[config.mk]
export PLATFORM = sky130hd
export DESIGN_NAME = pcc_ctrl
export DESIGN_NICKNAME = d
export VERILOG_FILES = /design/src/rtl/pcc_pkg.sv /design/src/rtl/pcc_ctrl.sv
export SDC_FILE = /design/constraint.sdc
export NUM_CORES = 1
export LEC_CHECK = 0
export BUFFER_PORTS_ARGS = -buffer_cell sky130_fd_sc_hd__buf_2
export CAP_MARGIN = 30
export CORE_AREA = 4 4 41 43
export DETAILED_ROUTE_END_ITERATION = 8
export DIE_AREA = 0 0 45 47
export HOLD_SLACK_MARGIN = 0.12
export PLACE_DENSITY = 0.59
export SETUP_SLACK_MARGIN = 0.02
export SYNTH_ARGS = -nofsm -noshare
export SYNTH_HDL_FRONTEND = slang
export SYNTH_SLANG_ARGS = --single-unit
[constraint.sdc]
create_clock -name clk -period 1.2 [get_ports clk]
set_input_delay 0.12 -clock clk [delete_from_list [all_inputs] [get_ports clk]]
set_output_delay 0.12 -clock clk [all_outputs]
set_load 0.05 [all_outputs]
[src/rtl/pcc_pkg.sv]
// pcc_pkg: shared types and constants of the pair co-occurrence counter
// holds the transfer payload structs, command codes, controller states and
// the control/status bundles between controller and datapath; no dependencies
`timescale 1ns / 1ps

package pcc_pkg;

  // fixed field widths
  localparam int CMD_W       = 2;
  localparam int ELEM_W      = 8;
  localparam int OUT_COUNT_W = 16;
  localparam int DICT_W      = 8;
  localparam int APB_DATA_W  = 32;
  localparam int APB_ADDR_W  = 3;

  // command codes
  localparam logic [CMD_W-1:0] CMD_INC   = 2'd0;
  localparam logic [CMD_W-1:0] CMD_GET   = 2'd1;
  localparam logic [CMD_W-1:0] CMD_CLEAR = 2'd2;

  // status codes
  localparam logic STATUS_OK  = 1'b0;
  localparam logic STATUS_ERR = 1'b1;

  // register map (word index)
  localparam logic REG_DICT_SIZE = 1'b0;
  localparam logic [DICT_W-1:0] DICT_SIZE_RESET = 8'd128;

  typedef struct packed {
    logic [CMD_W-1:0]  command;
    logic [ELEM_W-1:0] first_element;
    logic [ELEM_W-1:0] second_element;
  } in_item_t;

  typedef struct packed {
    logic [OUT_COUNT_W-1:0] count;
    logic                   status;
  } out_item_t;

  typedef enum logic [2:0] {
    ST_CLEAR,
    ST_IDLE,
    ST_INDEX,
    ST_READ,
    ST_UPDATE
  } pcc_state_t;

  // controller to datapath
  typedef struct packed {
    logic load;        // capture the accepted command
    logic index;       // compute the counter address
    logic read;        // read the counter
    logic update;      // write back and load the result register
    logic clear_step;  // zero one counter of the clearing pass
  } ctrl_cmd_t;

  // datapath to controller
  typedef struct packed {
    logic is_clear;
    logic err;
    logic clear_last;
  } dp_status_t;

endpackage

[src/rtl/pcc_ctrl.sv]
// pcc_ctrl: controller state machine of the pair co-occurrence counter
// sequences accept, index, read-modify-write, clearing pass and result load
// depends on pcc_pkg
`timescale 1ns / 1ps

module pcc_ctrl (
  input  logic                clk,
  input  logic                rst_n,
  input  logic                in_valid,
  output logic                in_stall,
  output logic                out_valid,
  input  logic                out_stall,
  input  pcc_pkg::dp_status_t status,
  output pcc_pkg::ctrl_cmd_t  cmd
);

  pcc_pkg::pcc_state_t state_r, state_nxt;
  logic reply_r, reply_nxt;
  logic out_valid_r, out_valid_nxt;
  logic slot_free;

  // state, reply flag and result valid registers; reset starts the clearing pass
  always_ff @(posedge clk) begin
    if (!rst_n) begin
      state_r     <= pcc_pkg::ST_CLEAR;
      reply_r     <= 1'b0;
      out_valid_r <= 1'b0;
    end else begin
      state_r     <= state_nxt;
      reply_r     <= reply_nxt;
      out_valid_r <= out_valid_nxt;
    end
  end

  // result register is free when empty or being taken this cycle
  assign slot_free = !out_valid_r || !out_stall;

  // next state and commands
  always_comb begin
    state_nxt = state_r;
    reply_nxt = reply_r;
    cmd       = '0;
    in_stall  = 1'b1;
    unique case (state_r)
      pcc_pkg::ST_CLEAR: begin
        cmd.clear_step = 1'b1;
        if (status.clear_last) begin
          state_nxt = reply_r ? pcc_pkg::ST_UPDATE : pcc_pkg::ST_IDLE;
        end
      end
      pcc_pkg::ST_IDLE: begin
        in_stall = 1'b0;
        if (in_valid) begin
          cmd.load  = 1'b1;
          state_nxt = pcc_pkg::ST_INDEX;
        end
      end
      pcc_pkg::ST_INDEX: begin
        cmd.index = 1'b1;
        priority if (status.is_clear) begin
          reply_nxt = 1'b1;
          state_nxt = pcc_pkg::ST_CLEAR;
        end else if (status.err) begin
          state_nxt = pcc_pkg::ST_UPDATE;
        end else begin
          state_nxt = pcc_pkg::ST_READ;
        end
      end
      pcc_pkg::ST_READ: begin
        cmd.read  = 1'b1;
        state_nxt = pcc_pkg::ST_UPDATE;
      end
      pcc_pkg::ST_UPDATE: begin
        if (slot_free) begin
          cmd.update = 1'b1;
          state_nxt  = pcc_pkg::ST_IDLE;
        end
      end
      default: begin
        state_nxt = pcc_pkg::ST_IDLE;
      end
    endcase
  end

  // result valid: set on load, dropped when taken
  assign out_valid_nxt = cmd.update ? 1'b1 : (out_valid_r && out_stall);
  assign out_valid     = out_valid_r;

endmodule

# Word-level counts from Yosys, hierarchy flattened

Cells that the tools add are included.

Mux-type cells: 16
Equal/unequal tests: 7
Reduce and logical (&&, ||, !) cells: 7

Operator list:

| operator                                                        | number |
|---|---|
| 3-bit 2-to-1 mux                                                | 6 |
| 3-bit case mux with 5 select lines                              | 1 |
| 1-bit 2-to-1 mux                                                | 9 |
| 3-bit by 2-bit == test with 1-bit output, second input constant | 2 |
| 2-bit != test, second input constant                            | 3 |
| 3-bit by 1-bit == test with 1-bit output, second input constant | 1 |
| 3-bit == test, second input constant                            | 1 |
| 3-bit logical NOT                                               | 1 |
| 3-bit AND reduction                                             | 1 |
| 1-bit logical NOT                                               | 2 |
| 2-bit AND reduction                                             | 1 |
| 1-bit logical AND                                               | 1 |
| 1-bit logical OR                                                | 1 |

Register bits after elaboration: 5
Output and inout port bits: 7
Word-level logic and storage cells: 33

# Longest topological paths before layout

Gate-level depths: netlist of the first run.

Word-level depth: 5
Gate-level depth with buffers: 5
Mapped depth without buffers: 4

# Least setup slack after synthesis of the first run

No wires, ideal clock.

Path type: reg-to-output
Start point: register state_r[1]
End point: output cmd[0] in the netlist's numbering
Path slack: -0.445 ns
Data required time: 1.080 ns
Arrival: 1.525 ns
Stages on the path, launching flop included: 3
Buffers on the path: 1
Cell sequence: dfxtp_1 > buf_2 > nor3_1

RTL lines:

| element                | RTL line       | RTL |
|---|---|---|
| start, declared        | pcc_ctrl.sv:17 | `pcc_pkg::pcc_state_t state_r, state_nxt;` |
| start signal, assigned | pcc_ctrl.sv:25 | `state_r <= pcc_pkg::ST_CLEAR;` |
| start signal, assigned | pcc_ctrl.sv:29 | `state_r <= state_nxt;` |
| end, declared          | pcc_ctrl.sv:14 | `output pcc_pkg::ctrl_cmd_t cmd` |

==> impl_metrics.ini, run 1 <==
[critical_path]
worstPathRequired_ns = 1.08
critPathMaxStageDelay_ns = 0.33
rr_startpoint = state_r[0]
crit_arrival_ns = 1.15
cp_top_family = flip-flops
crit_top_cell = buf_6
timing_worst_setup_path_type = reg2out
endpoint_kind = output port
critPathBufInv = 2
crit_path_max_fanout = 4
cp_slowest_cell = dfxtp_2
rrSetupSlack_ns = -0.05
reg2reg_to = state_r[2]
crit_path_cell_trace = buf_6 > nor2_4 > nand2_2 > a21oi_4 > buf_6
r2r_cells = 4
startpoint_type = flop

[detailed_routing]
drt_wl_total_um = 884
via_per_inst = 4.646
drtAntennaViolNets = 0
post-route-drc-count = 0
vias = 381
drt_pass1_iterations = 1
wl_per_cell_um = 10.78
drtIter0Drc = 0

[global_routing]
grt_overflow_total = 0
grtUsageTotal_pct = 9.795
grt_pass1_wl_um = 1435
grt_start_max_net_pins = 10
antenna_found_initial = 0
first_global_vias = 349

[clock_network]
root_buffer = clkbuf_4
cts.sinks = 5
htreeDepth = 1
clockBufferDepth = 2
numCtsBuffers = 3
clk_pin_slew_worst_paths_ns = 0.04
cts_tree = yes
cts_hold_buf = 0
clk_latency_ns = 0.24

[worst_hold_path]
min_path_type = in2reg
worst_hold_path.endpoint = state_r[2]
worstHoldStart = rst_n
hold_depth = 2

[layout]
layout.nets = 75
layout_common_cells = buf_4 (8), buf_2 (7), buf_6 (6)
final_common_cell = buf_4
syn2layout_area_growth_pct = 90.49
antennaDiodeCount = 0
utilization_pct = 48.17
finalNonFillerCells = 82
drive_gt1_share_pct = 64.18

[logic_synthesis]
yosys.area.top_type = dfxtp_1
yosys.area.top_type_share_pct = 30.42
synth-seq-area-share_pct = 30.42
synth_nets = 49
yosys.cell_types.count = 25
syn-cell-area_um2 = 329.1
synthTopCellsByArea = dfxtp_1 (30%), a21boi_0 (4.6%), nor2_1 (4.6%)
syn_inst = 42
ys_warn_count = 0
ys_ff_latch = 5
avgSynthCellArea_um2 = 7.835

[die]
core_um2 = 1301
rows = 13
die_h_um = 47
dieWidth_um = 45
ios = 14
start_util_pct = 25.29
die_area_um2 = 2115

[status]
violations = setup timing
status = finished with violations

[timing]
fin_crit_ns = 1.271
slew_headroom_pct = 82.55
hold_violations = 0
finalMaxSlewViolations = 0
postLayoutSetupSlackWorst_ns = -0.07125
setup_violations = 7
rsz0062_at_grt = true
worst_pin_slew_ns = 0.2594
post-route-period-util_pct = 105.9
finalClockSkew_ns = 0.005134
timing.fmax_ghz = 0.7866

[placement]
io_buffers = 13
dp_cells = 76
hpwl_um = 682.3
gp_congestion = 0.8374

[power_and_ir_drop]
powerDensity_nw_per_um2 = 1383
peakVddDrop_mv = 1.061
p_switching_mw = 0.3310
pwr-share-seq_pct = 24.4
comb_power_share_pct = 53.6
sw_frac_of_total_pct = 38.18
p_leak_nw = 0.2593
internal-power_mw = 0.5359
p_clk_share_pct = 22.0

[flow_run]
maxCapViolations = 0
-- power groups by stage --
stage                     clock network, mW  logic, mW  registers (mW)
after floorplan                           0      0.256           0.196
after CTS                             0.197      0.456           0.212
after detailed placement                  0      0.355           0.210
final                                 0.191      0.465           0.211
after global routing                  0.226      0.498           0.214
after global placement                    0      0.356           0.210
-- area by class of cell --
class / instances / area (µm²)
Clock buffer: 4 / 26.28
Tap cell: 15 / 18.77
Fill cell: 139 / 674.4
Timing Repair Buffer: 24 / 207.7
Sequential cell: 5 / 110.1
Multi-Input combinational cell: 33 / 260.3
Inverter: 1 / 3.754
-- cell usage after synthesis --
library cell	count
or3b_1	1
and2b_2	1
nor4b_1	1
inv_1	1
o21a_1	2
nor4_1	2
a31oi_1	1
buf_6	1
dfxtp_1	5
a21oi_1	2
and2_1	2
a21boi_0	2
nand2_1	3
nor2_1	4
a21oi_2	1
nor3_1	2
nor2b_1	2
o21ai_0	2
buf_2	1
nand3b_1	1
a211oi_1	1
nand2b_1	1
buf_4	1
nand4b_1	1
and3_1	1
-- state kept, by name, indices dropped and copies added, names as in the netlist --
name / count
state_r: 3
out_valid: 1
reply_r: 1
-- cells by family (layout without fill, tap and decap cells) --
family / after synthesis / in the layout / synth area share, %
DFF: 5 / 5 / 30.42
and+or+nand+nor: 22 / 22 / 39.17
buffers and inverters: 4 / 29 / 8.363
AOI/OAI and AO/OA: 11 / 11 / 22.05
-- per-layer routing --
layer	share of wire, %	up-vias	wire length, µm	GRT usage (%)
met1	48	161	427	13.86
li1	-	204	-	-
met3	13	0	112	6.897
met4	0	0	0	1.754
met5	0	-	0	0
met2	39	16	344	11.86
-- repair_timing --
| item | 4_1_cts | 5_1_grt |
|---|---|---|
| setup buffers | 2 | 0 |
| pin swaps | 5 | 0 |
| resized for setup | 31 | 1 |
| endpoints found under the hold margin | 0 | 0 |
| endpoints found under the setup margin | 9 | 9 |
-- worst max path at each step --
stage,startpoint,to,cells after the start
3_5_place_dp,state_r[2],state_r[2],4
4_1_cts,state_r[0],cmd[1],5
3_3_place_gp,state_r[2],state_r[2],4
6_report,state_r[0],cmd[1],5
2_1_floorplan,state_r[0],state_r[2],5
5_1_grt,state_r[0],cmd[1],5
-- metrics by stage --
| stage | power (mW) | cell area (µm²) | hold WS, ns | TNS, ns | setup slack [ns] |
|---|---|---|---|---|---|
| 6_report | 0.8669 | 626.9 | 0.1408 | -0.3503 | -0.07125 |
| 5_1_grt | 0.9381 | 626.9 | 0.1344 | -0.8141 | -0.1330 |
| 4_1_cts | 0.8658 | 620.6 | 0.1359 | -0.3847 | -0.06713 |
| 3_5_place_dp | 0.5646 | 480.5 | 0.3936 | -0.1840 | -0.06532 |
| 3_3_place_gp | 0.5652 | 480.5 | 0.3876 | -0.1305 | -0.06853 |
| 2_1_floorplan | 0.4518 | 356.6 | 0.2376 | -0.2377 | -0.07956 |
Note: power is estimated with default switching activity, not from simulation.
==> run 2, diff against run 1 <==
--- a/config.mk
+++ b/config.mk
@@ -8,11 +8,13 @@
 export BUFFER_PORTS_ARGS = -buffer_cell sky130_fd_sc_hd__buf_2
 export CAP_MARGIN = 30
 export CORE_AREA = 4 4 41 43
+export CTS_BUF_LIST = sky130_fd_sc_hd__clkbuf_4 sky130_fd_sc_hd__clkbuf_8
 export DETAILED_ROUTE_END_ITERATION = 8
 export DIE_AREA = 0 0 45 47
 export HOLD_SLACK_MARGIN = 0.12
 export PLACE_DENSITY = 0.59
 export SETUP_SLACK_MARGIN = 0.02
+export SKIP_CTS_REPAIR_TIMING = 1
 export SYNTH_ARGS = -nofsm -noshare
 export SYNTH_HDL_FRONTEND = slang
 export SYNTH_SLANG_ARGS = --single-unit
==> impl_metrics.ini, run 2 (synthesis results as in run 1) <==
[status]
status = finished with violations
violations = setup timing

[power_and_ir_drop]
p_leak_nw = 0.2527
powerDensity_nw_per_um2 = 1453
total_power_mw = 0.8779
peakVddDrop_mv = 1.143

[critical_path]
crit_path_max_fanout = 6
startpoint_type = flop
critPathBufInv = 2
cp.depth = 4
critPathMaxStageDelay_ns = 0.35
r2r_cells = 4
crit_arrival_ns = 1.19
worstPathRequired_ns = 1.08
crit_path_cell_trace = buf_4 > nor2_2 > and3_4 > buf_8
endpoint_kind = output port
cp_slowest_cell = dfxtp_4
timing_worst_setup_path_type = reg2out
cp_top_family = flip-flops

[timing]
finalClockSkew_ns = 0.007222
slew_headroom_pct = 82.19
setup_violations = 8
finalMaxSlewViolations = 0
hold_violations = 0
fin_crit_ns = 1.306
worst_pin_slew_ns = 0.2647
postLayoutSetupSlackWorst_ns = -0.1063
rsz0062_at_grt = true
post-route-period-util_pct = 108.9
timing.fmax_ghz = 0.7655

[die]
die_area_um2 = 2115
rows = 13
ios = 14
dieWidth_um = 45
die_h_um = 47
core_um2 = 1301
start_util_pct = 25.29

[worst_hold_path]
hold_depth = 2
min_path_type = in2reg

[layout]
antennaDiodeCount = 0
final_common_cell = buf_4
top_register = state_r
utilization_pct = 46.44
design_area_um2 = 604.3
layout_common_cells = buf_4 (8), buf_2 (7), buf_6 (6)
layout.nets = 74
drive_gt1_share_pct = 63.64
largest_register_ffs = 3
syn2layout_area_growth_pct = 83.65

[clock_network]
cts_tree = yes
htreeDepth = 1
clk_pin_slew_worst_paths_ns = 0.05
root_buffer = clkbuf_4
numCtsBuffers = 3
clockBufferDepth = 2
cts.sinks = 5
clk_latency_ns = 0.24

[placement]
io_buffers = 13
placed_area_um2 = 480.5
gp_congestion = 0.8374
hpwl_um = 682.3
preCtsSetupSlack_ns = -0.06532

[detailed_routing]
drtIter0Drc = 3
drt_pass1_iterations = 2
post-route-drc-count = 0
via_per_inst = 4.679
vias = 379
drtAntennaViolNets = 0
drt_wl_total_um = 878
wl_per_cell_um = 10.84

[global_routing]
first_global_vias = 308
antenna_found_initial = 0
grt_overflow_total = 0
grtUsageTotal_pct = 8.926
grt_pass1_wl_um = 1304
grt_start_max_net_pins = 10

[flow_run]
maxCapViolations = 0
[run 2: changes by cell type in the layout (fill, tap and decap cells not counted), sizes merged]
cell,previous run,this run
buf,24,23
[run 2: path summary, 6_finish.rpt]
path              startpoint          to  slack [ns]
setup / recovery  state_r[2]      cmd[4]       -0.11
hold / removal         rst_n  state_r[2]        0.14
setup reg to reg  state_r[0]  state_r[2]       -0.06
hold reg to reg      reply_r     reply_r        0.53
[run 2: cell type report]
class | instances | area, µm²
inverter | 1 | 3.754
sequential | 5 | 110.1
timing repair buffer | 23 | 192.7
clock buffer | 4 | 30.03
tap | 15 | 18.77
multi-input combinational | 33 | 249.0
fill | 140 | 696.9
[run 2: metrics by stage]
stage / instances / TNS, ns / hold WS [ns]
4_1_cts: 80 / -1.432 / 0.1438
3_5_place_dp: 76 / -0.1840 / 0.3936
5_1_grt: 81 / -0.9312 / 0.1408
2_1_floorplan: 42 / -0.2377 / 0.2376
3_3_place_gp: 76 / -0.1305 / 0.3876
6_report: 81 / -0.4529 / 0.1391
[run 2: power breakdown]
group	switching [mW]	internal [mW]	leakage, nW
Sequential	0.0257	0.184	0.0430
Combinational	0.234	0.218	0.191
Clock	0.0676	0.148	0.0184
Total	0.327	0.551	0.253
[run 2: metal layers]
layer  up-vias  GRT usage, %  part of all wire (%)
met1       162         12.50                    49
met3         0         7.280                    12
met2        16         11.02                    39
met4         0             0                     0
li1        201             -                     -
met5         -             0                     0
==> run 3, diff against run 2 <==
--- a/config.mk
+++ b/config.mk
@@ -7,10 +7,10 @@
 export LEC_CHECK = 0
 export BUFFER_PORTS_ARGS = -buffer_cell sky130_fd_sc_hd__buf_2
 export CAP_MARGIN = 30
-export CORE_AREA = 4 4 41 43
+export CORE_AREA = 8 8 45 47
 export CTS_BUF_LIST = sky130_fd_sc_hd__clkbuf_4 sky130_fd_sc_hd__clkbuf_8
 export DETAILED_ROUTE_END_ITERATION = 8
-export DIE_AREA = 0 0 45 47
+export DIE_AREA = 0 0 53 55
 export HOLD_SLACK_MARGIN = 0.12
 export PLACE_DENSITY = 0.59
 export SETUP_SLACK_MARGIN = 0.02
==> impl_metrics.ini, run 3 (synthesis results as in run 1) <==
[status]
status = finished with violations
violations = setup timing

[global_routing]
grt_use_met3_pct = 2.139
busiest_layer = met2
use_met2_pct = 11.52
grt_pass1_wl_um = 1476
grtUsageTotal_pct = 6.729
first_global_vias = 388
grt_start_max_net_pins = 9
antenna_found_initial = 0
met1_usage_pct = 6.250
grt_overflow_total = 0

[power_and_ir_drop]
powerDensity_nw_per_um2 = 1430
sw_frac_of_total_pct = 38.19
internal-power_mw = 0.5541
pwr-share-seq_pct = 23.8
peakVddDrop_mv = 0.6189
p_switching_mw = 0.3424
comb_power_share_pct = 51.6
p_clk_share_pct = 24.6
p_leak_nw = 0.2613

[timing]
rsz0062_at_grt = true
worst_pin_slew_ns = 0.2351
postLayoutSetupSlackWorst_ns = -0.09070
post-route-period-util_pct = 107.6
slew_headroom_pct = 84.10
timing.fmax_ghz = 0.7748
finalClockSkew_ns = 0.005384
fin_crit_ns = 1.291
setup_violations = 7
finalMaxSlewViolations = 0
hold_violations = 0

[layout]
antennaDiodeCount = 0
final_common_cell = buf_4
layout.nets = 75
top_register = state_r
layout_common_cells = buf_4 (10), buf_2 (7), buf_6 (6)
utilization_pct = 45.30
drive_gt1_share_pct = 70.15
syn2layout_area_growth_pct = 90.49
largest_register_ffs = 3

[clock_network]
clk_latency_ns = 0.24
cts.sinks = 5
cts_tree = yes
htreeDepth = 1
root_buffer = clkbuf_4
numCtsBuffers = 3
clk_pin_slew_worst_paths_ns = 0.05
clockBufferDepth = 2

[detailed_routing]
drt_wl_total_um = 956
drt_pass1_iterations = 2
via_per_inst = 4.699
post-route-drc-count = 0
drtAntennaViolNets = 0
vias = 390
wl_per_cell_um = 11.52
drtIter0Drc = 1

[die]
core_um2 = 1384
rows = 14
die_area_um2 = 2915
die_h_um = 55
dieWidth_um = 53
ios = 14
start_util_pct = 23.78

[critical_path]
rr_startpoint = state_r[0]
startpoint_type = flop
worstPathRequired_ns = 1.33
timing_worst_setup_path_type = reg2reg
endpoint_kind = flop
crit_path_max_fanout = 5
r2r_cells = 4
startpoint = state_r[0]
crit_arrival_ns = 1.42

[worst_hold_path]
worstHoldStart = rst_n
hold_depth = 2
min_path_type = in2reg

[placement]
io_buffers = 13
gp_congestion = 0.7761
preCtsSetupSlack_ns = -0.06912
hpwl_um = 728.4

[flow_run]
maxCapViolations = 0
[run 3: changes by cell type in the layout (fill, tap and decap cells not counted), sizes merged]
cell	previous run	this run
buf	23	24
[run 3: worst paths after layout]
kind / to / slack (ns)
hold / removal: state_r[0] / 0.14
setup reg to reg: state_r[2] / -0.09
setup / recovery: state_r[2] / -0.09
hold reg to reg: reply_r / 0.53
[run 3: layout make-up]
class	count	area (µm²)
Clock buffer	4	30.03
Fill cell	140	757.0
Inverter	1	3.754
Multi-Input combinational cell	33	267.8
Sequential cell	5	112.6
Tap cell	16	20.02
Timing Repair Buffer	24	192.7
[run 3: critical path, cell delays in order, from the launching register on]
cell,delay (ns)
dfxtp_4,0.36
or3b_1,0.36
a21oi_2,0.23
a211oi_2,0.06
o21a_1,0.17
[run 3: stage by stage]
| stage | TNS (ns) | cells | power, mW | area, µm² | hold slack, ns |
|---|---|---|---|---|---|
| final | -0.5462 | 83 | 0.8965 | 626.9 | 0.1432 |
| after global routing | -0.9290 | 83 | 0.9509 | 626.9 | 0.1472 |
| after CTS | -1.399 | 83 | 0.7922 | 526.8 | 0.1421 |
| after detailed placement | -0.1304 | 79 | 0.5693 | 496.7 | 0.3943 |
| after global placement | -0.1521 | 79 | 0.5694 | 496.7 | 0.3933 |
| after floorplan | -0.2377 | 42 | 0.4518 | 356.6 | 0.2376 |
[run 3: power by group through the flow]
stage / clock [mW] / combinational, mW / sequential, mW
2_1_floorplan: 0 / 0.256 / 0.196
3_3_place_gp: 0 / 0.360 / 0.210
3_5_place_dp: 0 / 0.360 / 0.210
4_1_cts: 0.224 / 0.362 / 0.206
5_1_grt: 0.241 / 0.494 / 0.216
6_report: 0.221 / 0.462 / 0.213
[run 3: per-layer routing]
layer  part of all wire, %  vias up  wire [µm]
li1                      -      202          -
met1                    41      179        390
met2                    54        7        520
met3                   3.6        2         34
met4                   1.2        0         11
met5                     0        -          0
